$ cat src/rtl/core/tcw_pkg.sv
// ----------------------------------------------------------------------------
// Text console writer package
// Shared constants, command codes and the word types that pass between the
// front classifier, the command and result queues and the back executor.
// ----------------------------------------------------------------------------
`default_nettype none

package tcw_pkg;

  localparam int TEXT_ROWS_DEF      = 25;
  localparam int TEXT_COLUMNS_DEF   = 80;
  localparam int CMD_QUEUE_DEPTH    = 2;
  localparam int RESULT_QUEUE_DEPTH = 2;

  localparam logic [7:0] BLANK_CHAR     = 8'h20;
  localparam logic [7:0] NEWLINE_CHAR   = 8'd10;
  localparam logic [7:0] COLOR_AT_RESET = 8'h05;

  localparam logic [1:0] KIND_PUT   = 2'd0;
  localparam logic [1:0] KIND_CLEAR = 2'd1;
  localparam logic [1:0] KIND_READ  = 2'd2;

  typedef enum logic [2:0] {
    OP_PUT,
    OP_NEWLINE,
    OP_CLEAR,
    OP_READ,
    OP_NOP
  } op_e;

  typedef struct packed {
    op_e        op;
    logic [7:0] char_code;
    logic [4:0] read_row;
    logic [6:0] read_col;
  } cmd_t;

  typedef struct packed {
    logic [15:0] cell_value;
    logic [4:0]  row_now;
    logic [6:0]  column_now;
    logic        scrolled;
  } res_t;

endpackage

`default_nettype wire

$ cat src/rtl/core/tcw_front.sv
// ----------------------------------------------------------------------------
// Text console writer front end
// Classifies an incoming item into a command for the back end: newline versus
// printable put, clear, in-range read, or no operation.
// ----------------------------------------------------------------------------
`default_nettype none

module tcw_front #(
  parameter int TEXT_ROWS    = tcw_pkg::TEXT_ROWS_DEF,
  parameter int TEXT_COLUMNS = tcw_pkg::TEXT_COLUMNS_DEF
) (
  input  wire logic [1:0] kind_i,
  input  wire logic [7:0] char_code_i,
  input  wire logic [4:0] read_row_i,
  input  wire logic [6:0] read_col_i,
  output tcw_pkg::cmd_t   cmd_o
);

  logic in_range;

  assign in_range = (32'(read_row_i) < TEXT_ROWS) && (32'(read_col_i) < TEXT_COLUMNS);

  always_comb begin
    cmd_o.char_code = char_code_i;
    cmd_o.read_row  = read_row_i;
    cmd_o.read_col  = read_col_i;
    case (kind_i)
      tcw_pkg::KIND_PUT: begin
        cmd_o.op = (char_code_i == tcw_pkg::NEWLINE_CHAR) ? tcw_pkg::OP_NEWLINE
                                                          : tcw_pkg::OP_PUT;
      end
      tcw_pkg::KIND_CLEAR: begin
        cmd_o.op = tcw_pkg::OP_CLEAR;
      end
      tcw_pkg::KIND_READ: begin
        cmd_o.op = in_range ? tcw_pkg::OP_READ : tcw_pkg::OP_NOP;
      end
      default: begin
        cmd_o.op = tcw_pkg::OP_NOP;
      end
    endcase
  end

endmodule

`default_nettype wire

$ cat config.mk
export PLATFORM = sky130hd
export DESIGN_NAME = tcw_front
export DESIGN_NICKNAME = d
export VERILOG_FILES = /design/src/rtl/core/tcw_pkg.sv /design/src/rtl/core/tcw_front.sv
export SDC_FILE = /design/constraint.sdc
export NUM_CORES = 1
export LEC_CHECK = 0
export ABC_AREA = 0
export BUFFER_PORTS_ARGS = -buffer_cell sky130_fd_sc_hd__buf_4
export CAP_MARGIN = 25
export CELL_PAD_IN_SITES_DETAIL_PLACEMENT = 1
export CELL_PAD_IN_SITES_GLOBAL_PLACEMENT = 2
export CORE_AREA = 3 3 53 55
export DETAILED_ROUTE_END_ITERATION = 8
export DIE_AREA = 0 0 56 58
export PLACE_DENSITY = 0.77
export SLEW_MARGIN = 20
export SYNTH_ARGS = -nofsm -noshare
export SYNTH_HDL_FRONTEND = slang
export SYNTH_SLANG_ARGS = --single-unit
$ cat constraint.sdc
create_clock -name vclk -period 1.9
set_clock_uncertainty 0.15 [all_clocks]
set_input_delay 0.38 -clock vclk [all_inputs]
set_output_delay 0.38 -clock vclk [all_outputs]
set_load 0.1 [all_outputs]
## Yosys cells after proc, flatten, opt, wreduce, memory -nomap -nowiden

Index checks and enable logic that the tools add are counted.

| cells by class | value |
|---|---|
| order comparisons | 2 |
| equal/unequal tests | 3 |
| muxes and demuxes | 3 |
| reduce and logical (&&, ||, !) cells | 2 |

Operators by type and width:

| cell | count |
|---|---|
| $pmux 3 s3 | 1 |
| $eq 8x4->1 const B | 1 |
| $lt 7x7->1 const B | 1 |
| $lt 5x5->1 const B | 1 |
| $mux 3 | 1 |
| $eq 2x1->1 const B | 1 |
| $eq 2x2->1 const B | 1 |
| $logic_not 2->1 | 1 |
| $logic_and 1x1->1 | 1 |
| $mux 1 | 1 |

| word-level totals | value |
|---|---|
| register bits | 0 |
| output and inout bits | 23 |

## Longest topological paths before layout

| logic depth | value |
|---|---|
| depth in word-level cells | 4 |
| gate-level depth with buffers | 3 |

## Worst setup path after synthesis

Ideal clock, no wire load.

| path | value |
|---|---|
| path type | input -> output |
| start point | in read_row_i[2] |
| end point | out cmd_o[22] in the netlist's numbering |
| arrival time | 1,929 ps |
| setup slack | -559 ps |
| stages | 3 |
| path buffers | 0 |
| cell sequence | o311a_1 > nor3_2 > nor2b_1 |

RTL lines:

| what | RTL line | source |
|---|---|---|
| from (decl) | tcw_front.sv:14 | `input wire logic [4:0] read_row_i,` |
| to (decl) | tcw_front.sv:16 | `output tcw_pkg::cmd_t cmd_o` |

==> results by group <==
Outcome
  • Status: finished, violations left
  • Failing checks: negative setup slack

Final layout
  • Most frequent cells in the layout: buf_4, buf_6, buf_12
  • Layout cells sized above 1: between 90% and 100%
  • Seq Cell Count: 0
  • Layout fillers: about 290
  • Area Overhead vs Synth: 107.9%
  • Most common cell after layout, fill and taps aside: buf_4
  • Final #Nets: between 70 and 80
  • Clkbuf count: 0
  • Antenna cell count: 0
  • Register area: 0 um2
  • Post-Layout Cell Count: 78
  • Footprint of the multi-input gates: 105.1 um2

Global route
  • First-pass GRT wire length: ~1300 um
  • Gr ovfl total: 0
  • Aggregate global-route resource usage: ~5%
  • Largest net degree at the start of global routing: 5
  • Vias in the first global route: approximately 310
  • Initial antenna violation count: 0

STA
  • Final Max Slew Viols: 0
  • Post-route setup slack: -111.8 ps
  • RSZ-0062 raised after global routing: true
  • Final min period: roughly 2000 ps
  • Final hold vios: 0
  • WHS: ~600 ps
  • Period utilization: 105.9%
  • Slew HR: 83.07%
  • Setup violations, final: 3
  • Achievable frequency: just under 500 MHz
  • Slew @ Worst Pin: around 250 ps

Floorplanning
  • Initial cell density of the core: 9.722%
  • IO Count: 45
  • Die area: 3248 um2
  • Chip width: roughly 56 um
  • Core Area: 2432 um2
  • Row cnt: 18
  • Die Height: a little under 60 um

Clocking
  • Cts hold-fix bufs: 0

Routing
  • Routed length per instance: between 10 and 15 um
  • First DRT Iteration DRCs: 1
  • DRC: 0
  • Total wire length: 852 um
  • 1st-pass router iterations: 2
  • Number of vias per cell: 3.397
  • DRT antenna net count: 0
  • Vias after detailed routing: 265

Logic synthesis
  • Sequential share of the synthesized area: 0%
  • Syn Inst Count: 29
  • Syn nets: 51
  • Synth cell types: 9
  • Netlist Area Pre-Place: approximately 240 um2
  • Ys Warns: 0
  • Synth Area per Inst: 8.154 um2

Place
  • Final HPWL DP: 778.3 um
  • Placed insts: 77
  • PortBufs: 37
  • Routability-driven placement congestion ratio: between 0.7 and 0.8

Worst setup path
  • WP data required: around 1400 ps
  • Crit start category: input pin
  • CP Class: input pin to output port
  • Crit path DAT: 1480 ps
  • Worst setup EP type: output port
  • Critical Path Fanout Max: 2

Power and ir drop
  • Final Total Pwr: 273.6 uW
  • Leak: about 0.24 nW
  • VDD IR max: between 0.15 and 0.2 mV
  • Power per Cell Area: 556.3 nW/um2

Worst hold path
  • Hold Crit Class: input pin to output port

Flow run
  • Max Cap Viol: 0
synthesized netlist by cell type:
cell	n	area share [%]
nor4b_1	1	3.7
a22o_1	1	3.7
mux2_2	1	4.8
nor3_2	2	8.5
nor2b_1	1	2.6
buf_4	20	63
or4b_4	1	5.8
o311a_1	1	4.2
o21a_1	1	3.2
cells by family (layout without fill, tap and decap cells):
logic type / after synthesis / after routing / synth area share [%]
AOI/OAI and AO/OA: 3 / 3 / 11.11
buffers and inverters: 20 / 39 / 63.49
muxes: 1 / 1 / 4.762
and+or+nand+nor: 5 / 5 / 20.64
metrics by stage:
step / setup WS (ps) / utilization [%] / instance area, um2 / TNS [ps]
after global routing: -166.1 / 20.22 / 491.7 / -345.3
after detailed placement: -253.6 / 17.13 / 416.7 / -524.2
after floorplan: -106.8 / - / 244.0 / -141.0
final: -111.8 / 20.22 / 491.7 / -158.2
after global placement: -240.2 / 17.13 / 416.7 / -481.9
after CTS: -135.7 / 19.55 / 475.5 / -254.1
critical path, stage by stage:
cell,delay [ps]
buf_6,90
or4b_4,540
nor3_4,130
a22o_2,170
buf_12,170
per-layer routing:
metal / global-route usage, % / up-vias / part of all wire [%]
met5: 0 / - / 0
met3: 2.227 / 0 / 20
met2: 11.02 / 29 / 57
met4: 0.3390 / 0 / 0
li1: - / 118 / -
met1: 4.144 / 118 / 23
cell type report:
| class | count | area share [%] |
|---|---|---|
| tap | 30 | 7.634 |
| timing repair buffer | 39 | 70.99 |
| multi-input combinational | 9 | 21.37 |
final timing paths:
| kind | from | end | cells past startpoint |
|---|---|---|---|
| max | char_code_i[2] | cmd_o[20] | 5 |
| min | read_col_i[2] | cmd_o[2] | 0 |
power breakdown:
part           internal [mW]  switching [mW]  leakage, nW  total, mW
Sequential                 0               0            0          0
Combinational         0.0792           0.194        0.244      0.274
Clock                      0               0            0          0
repair_timing:
item,CTS,global route
gates resized for setup,14,2
endpoints found under the setup margin,3,3
pin swaps,3,2
setup buffers,0,1
hold endpoints to repair,0,0
cloned,0,0
No activity file was read; power rests on OpenSTA's default activity.
