===== config.mk =====
export PLATFORM = sky130hd
export DESIGN_NAME = tcw_fifo
export DESIGN_NICKNAME = d
export VERILOG_FILES = /design/src/rtl/core/tcw_fifo.sv
export SDC_FILE = /design/constraint.sdc
export NUM_CORES = 1
export LEC_CHECK = 0
export BUFFER_PORTS_ARGS = -buffer_cell sky130_fd_sc_hd__buf_2
export CELL_PAD_IN_SITES_DETAIL_PLACEMENT = 0
export CELL_PAD_IN_SITES_GLOBAL_PLACEMENT = 1
export CORE_MARGIN = 5
export CORE_UTILIZATION = 40
export CTS_CLUSTER_SIZE = 16
export DETAILED_ROUTE_END_ITERATION = 10
export GPL_TIMING_DRIVEN = 0
export PLACE_DENSITY_LB_ADDON = 0.1
export SYNTH_ARGS = -nofsm -noshare
export SYNTH_HDL_FRONTEND = slang
export SYNTH_SLANG_ARGS = --single-unit

===== constraint.sdc =====
create_clock -name clk_i -period 1.7 [get_ports clk_i]
set_clock_uncertainty 0.1 [all_clocks]
set_input_delay 0.34 -clock clk_i [delete_from_list [all_inputs] [get_ports clk_i]]
set_output_delay 0.34 -clock clk_i [all_outputs]
set_load 0.01 [all_outputs]

===== src/rtl/core/tcw_fifo.sv =====
// ----------------------------------------------------------------------------
// Text console writer word queue
// Small synchronous queue with push/full and pop/empty sides.
// ----------------------------------------------------------------------------
`default_nettype none

module tcw_fifo #(
  parameter int WIDTH = 8,
  parameter int DEPTH = 2
) (
  input  wire logic             clk_i,
  input  wire logic             rst_ni,
  input  wire logic             push_i,
  output logic                  full_o,
  input  wire logic [WIDTH-1:0] data_i,
  input  wire logic             pop_i,
  output logic                  empty_o,
  output logic      [WIDTH-1:0] data_o
);

  localparam int PW = (DEPTH > 1) ? $clog2(DEPTH) : 1;
  localparam int NW = $clog2(DEPTH + 1);

  logic [WIDTH-1:0] entries_q [DEPTH];
  logic [PW-1:0]    wr_ptr_q, wr_ptr_d;
  logic [PW-1:0]    rd_ptr_q, rd_ptr_d;
  logic [NW-1:0]    count_q, count_d;
  logic             do_push, do_pop;

  assign full_o  = (count_q == NW'(DEPTH));
  assign empty_o = (count_q == '0);
  assign data_o  = entries_q[rd_ptr_q];
  assign do_push = push_i && !full_o;
  assign do_pop  = pop_i && !empty_o;

  always_comb begin
    wr_ptr_d = wr_ptr_q;
    rd_ptr_d = rd_ptr_q;
    count_d  = count_q;
    if (do_push) begin
      wr_ptr_d = (wr_ptr_q == PW'(DEPTH - 1)) ? '0 : wr_ptr_q + PW'(1);
    end
    if (do_pop) begin
      rd_ptr_d = (rd_ptr_q == PW'(DEPTH - 1)) ? '0 : rd_ptr_q + PW'(1);
    end
    if (do_push && !do_pop) begin
      count_d = count_q + NW'(1);
    end else if (do_pop && !do_push) begin
      count_d = count_q - NW'(1);
    end
  end

  always_ff @(posedge clk_i or negedge rst_ni) begin
    if (!rst_ni) begin
      wr_ptr_q <= '0;
      rd_ptr_q <= '0;
      count_q  <= '0;
    end else begin
      wr_ptr_q <= wr_ptr_d;
      rd_ptr_q <= rd_ptr_d;
      count_q  <= count_d;
    end
  end

  always_ff @(posedge clk_i) begin
    if (do_push) begin
      entries_q[wr_ptr_q] <= data_i;
    end
  end

endmodule

`default_nettype wire


## Yosys cells after proc, flatten, opt, wreduce, memory -nomap -nowiden

Memories as Yosys holds them, arrays and structs flattened.
Index checks and enable logic that the tools add are counted.

- Register bits: 4
- Memory bits (writable): 16
- Input port bits: 12
- Output and inout bits: 10
- Word-level logic and storage cells: 25
- Memories kept: 1

- Add/sub/neg operators: 4
- Equality and inequality tests: 1
- Mux-type cells: 6
- Reductions and logical operators: 10

Memories:

| name | depth | width | read ports | clocked after memory_dff | wr ports | line | text |
|---|---|---|---|---|---|---|---|
| entries_q | 2 | 8 | 1 | 0 | 1 | 24 | `logic [WIDTH-1:0] entries_q [DEPTH];` |

Operator list:

| operator | count |
|---|---|
| logical AND 1 bit | 4 |
| zero test 1 bit | 4 |
| 2-to-1 mux 1 bit | 4 |
| 2-to-1 mux 2 bit | 2 |
| adder 1 bit (second input constant) | 2 |
| adder 2 x 1 -> 2 bit (second input constant) | 1 |
| equality test 2 bit (second input constant) | 1 |
| zero test 2 bit | 1 |
| nonzero test 2 bit | 1 |
| subtractor 2 x 1 -> 2 bit (second input constant) | 1 |

## Longest topological paths before layout

- Depth in word-level cells: 7
- Gate-level depth with buffers: 7

## Least setup slack after synthesis

OpenSTA, ideal clock, no wires.

- Path kind: register -> register
- Start: register count_q[0]
- End: memory entries_q[0][0], enable pin
- Setup time: 0.370 ns
- Arrival: 1.022 ns
- Data required time: 1.230 ns
- Slack: 0.208 ns
- Stages on the path, launching flop included: 4
- Path buffers: 0
- Clock period less this slack: 1.492 ns
- Path through: dfrtp_1 > nand2b_1 > nand2_2 > nor2_1

- Word-level cells in the longest chain between the ends: 5

RTL lines:

| what | line | text |
|---|---|---|
| start, declared | 27 | `logic [NW-1:0] count_q, count_d;` |
| start signal, assigned | 61 | `count_q <= count_d;` |
| equality test 2 bit | 30 | `assign full_o = (count_q == NW'(DEPTH));` |
| zero test 1 bit | 33 | `assign do_push = push_i && !full_o;` |
| logical AND 1 bit | 33 |  |
| 2-to-1 mux 1 bit | 66 | `if (do_push) begin` |
| 2-to-1 mux 1 bit (implied by the code) | 67 | `entries_q[wr_ptr_q] <= data_i;` |
| end, declared | 24 |  |

Every way passes these cells.

## Final worst setup path

- Start: register rd_ptr_q
- End: output port data_o[4]

- Word-level cells in the longest chain between the ends: 1

RTL lines:

| what | line | text |
|---|---|---|
| start, declared | 26 | `logic [PW-1:0] rd_ptr_q, rd_ptr_d;` |
| start signal, assigned | 60 | `rd_ptr_q <= rd_ptr_d;` |
| memory (2 x 8 bit) | n/a |  |
| end, declared | 18 | `output logic [WIDTH-1:0] data_o` |

Every way passes these cells.

==> impl_metrics.csv <==
group,metric,value,unit
drt,vias,421,
finish,final_cells,98,
synthesis,synth_area,782,sq um
finish,n_antenna_cell,0,
global_routing,overflow,0,
finish,synthToLayoutAreaGrowth,27.8,%
setup_path,r2r_start,"count_q[0]",
synthesis,synthCells,44,
synthesis,synth_warnings,0,
power_and_ir_drop,p_leak,0.000419,uW
synthesis,synth_common_cells,"edfxtp_1, mux2_1, dfrtp_1",
setup_path,critical_path_class,"reg2out",
synthesis,synthArstFlopShare,20.0,%
place,port_buffers,21,
synthesis,yosysTopAreaCellShare,61.4,%
sta,fin_ws,-7.10,ps
drt,routedWlPerCell,11.6,um
synthesis,synth_edf_count,16,
setup_path,critPathTopFamily,"flip-flops",
place,numPlacedInstances,92,
synthesis,synth_top_area_cell,"edfxtp_1",
power_and_ir_drop,p_per_area,1620,nW/um^2
cts,cts_tree,"done",
status,failed_checks,"setup timing",
global_routing,grt_pass1_vias,380,
floorplan,io_pins,22,
setup_path,crit_fanout,9,
setup_path,timing.critical_path.from,"rd_ptr_q",
finish,drive_gt1_share,45.1,%
drt,ant_nets,0,
worst_hold_path,hp-class,"in2reg",
setup_path,critPathSlowestCell,"dfrtp_1",
setup_path,ff2ff_path_depth,7,
place,dp_hpwl,814,um
floorplan,die_h,54.2,um
synthesis,yosysSeqAreaShare,74.2,%
sta,slew_headroom,69.7,%
floorplan,initial_core_util,41.1,%
setup_path,arrival,1270,ps
sta,finalHoldViolCount,0,
synthesis,synth_cell_type_count,15,
setup_path,path_cells,"buf_6 > mux2_1 > buf_2",
setup_path,startpoint_type,"register",
finish,fin_nets,85,
setup_path,cp.buffers_inverters,2,
cts,clk_pin_slew,100,ps
sta,rsz0062_at_grt,"true",
cts,cts_root_buf,"clkbuf_4",
synthesis,synth_most_common_cell,"edfxtp_1",
status,status,"finished with violations",
power_and_ir_drop,peakVddDrop,0.875,mV
global_routing,antenna_found_initial,0,
global_routing,grt_pass1_wl,1670,um
setup_path,slowest_delay,390,ps
cts,clk_latency,290,ps
synthesis,syn_area_per_cell,17.8,sq um
floorplan,core_area,1900,sq um
sta,fin_setup_tns,-13.2,ps
setup_path,cp_num_cells,3,
floorplan,rows,16,
setup_path,end_kind,"output pin",
synthesis,synth_area_leaders,"edfxtp_1, dfrtp_1, mux2_1",
sta,fmax,0.586,GHz
synthesis,syn_nets,57,
synthesis,synth_ff_type,"edfxtp_1",
cts,clk_path_buf_depth,2,
cts,cts_buffers,3,
place,gp_congestion,0.666,
setup_path,r2r-end,"count_q[1]",
global_routing,grt_start_max_net_pins,12,
finish,fillCellCount,169,
setup_path,rrSetupSlack,120,ps
floorplan,die_x,54.2,um
sta,finalCriticalPeriod,1710,ps
drt,drt_iter0_drc,4,
cts,cts_max_level,1,
drt,vias_per_cell,4.30,
drt,wl,1140,um
sta,setup_viol,4,
setup_path,cp.required,1260,ps
sta,slew_violations,0,
place,place_ws,-54.9,ps
sta,worst_slew_pin_slew,455,ps
job,max_cap_violations,0,
drt,drc,0,
drt,drt_first_pass_iters,4,
sta,period_share,100,%
cts,cts_sinks,20,
global_routing,track_usage,8.59,%
floorplan,dieArea,2940,sq um
synthesis,ys_ff_latch,20,
setup_path,crit_path_end,"data_o[4]",
[flip-flops by register name, summed over array words and instances (netlist names)]
signal     flops
wr_ptr_q       1
entries_q     16
rd_ptr_q       1
count_q        2
[through the flow]
stage	utilization (%)	area (sq um)	total power, uW	hold WS, ps
5_1_grt	52.6	1000	1720	122
3_5_place_dp	48.4	921	1320	50.8
4_1_cts	51.5	980	1600	120
6_report	52.6	1000	1620	133
2_1_floorplan	-	782	1130	-55.6
3_3_place_gp	48.4	921	1320	50.8
[what timing repair did]
action | in CTS | in global routing
hold buffers | 1 | 0
hold endpoints to repair | 4 | 0
setup endpoints to repair | 16 | 8
resized for setup | 6 | 2
buffers inserted | 0 | 1
pin swaps | 0 | 0
[final cells by class]
class	count	area [sq um]	area share [%]
clock buffers	4	26.3	2.63
plain buffers	1	11.3	1.13
multi-input cells	21	199	19.9
flip-flops and latches	20	581	58.1
well taps	27	33.8	3.38
repair buffers	23	141	14.1
inverters	2	7.51	0.751
[how the worst min path moves through the flow]
stage                   start               to  cells after the start
floorplan              rst_ni       count_q[0]                      0
global placement       rst_ni       count_q[0]                      1
detailed placement     rst_ni       count_q[1]                      1
CTS                 data_i[6]  entries_q[1][6]                      1
global route        data_i[6]  entries_q[0][6]                      1
finish              data_i[5]  entries_q[0][5]                      1
[report_power, final]
part / switching, uW / internal (uW)
Sequential: 71.9 / 685
Clock: 129 / 91.2
Combinational: 299 / 344
Total: 500 / 1120
[layer usage]
metal  vias up  GRT usage [%]  share of wire [%]
li1        211              -                  -
met4         0           4.98                1.5
met3         2           2.72                7.2
met5         -              0                  0
met1       191           10.3                 45
met2        17           13.5                 47
[cell families after synthesis]
logic type / synth area share (%)
adder cells (fa/ha/maj): 1.60
flip-flops: 74.2
AND/OR/NAND/NOR: 3.84
buffers and inverters: 1.60
XOR/XNOR: 6.56
multiplexers: 11.5
AO/OA/AOI/OAI: 0.639
[cells in the final DEF, fill, tap and decap left out, drive strengths merged]
| master | n |
|---|---|
| edfxtp | 16 |
| dlygate4sd3 | 1 |
| and3 | 1 |
| o21ai | 1 |
| mux2 | 8 |
| nand2 | 1 |
| nand2b | 1 |
| nor2 | 3 |
| dfrtp | 4 |
| inv | 2 |
| buf | 23 |
| clkbuf | 4 |
| ha | 1 |
| xnor2 | 3 |
| xor2 | 2 |
Power figures use the tool's default switching activity.
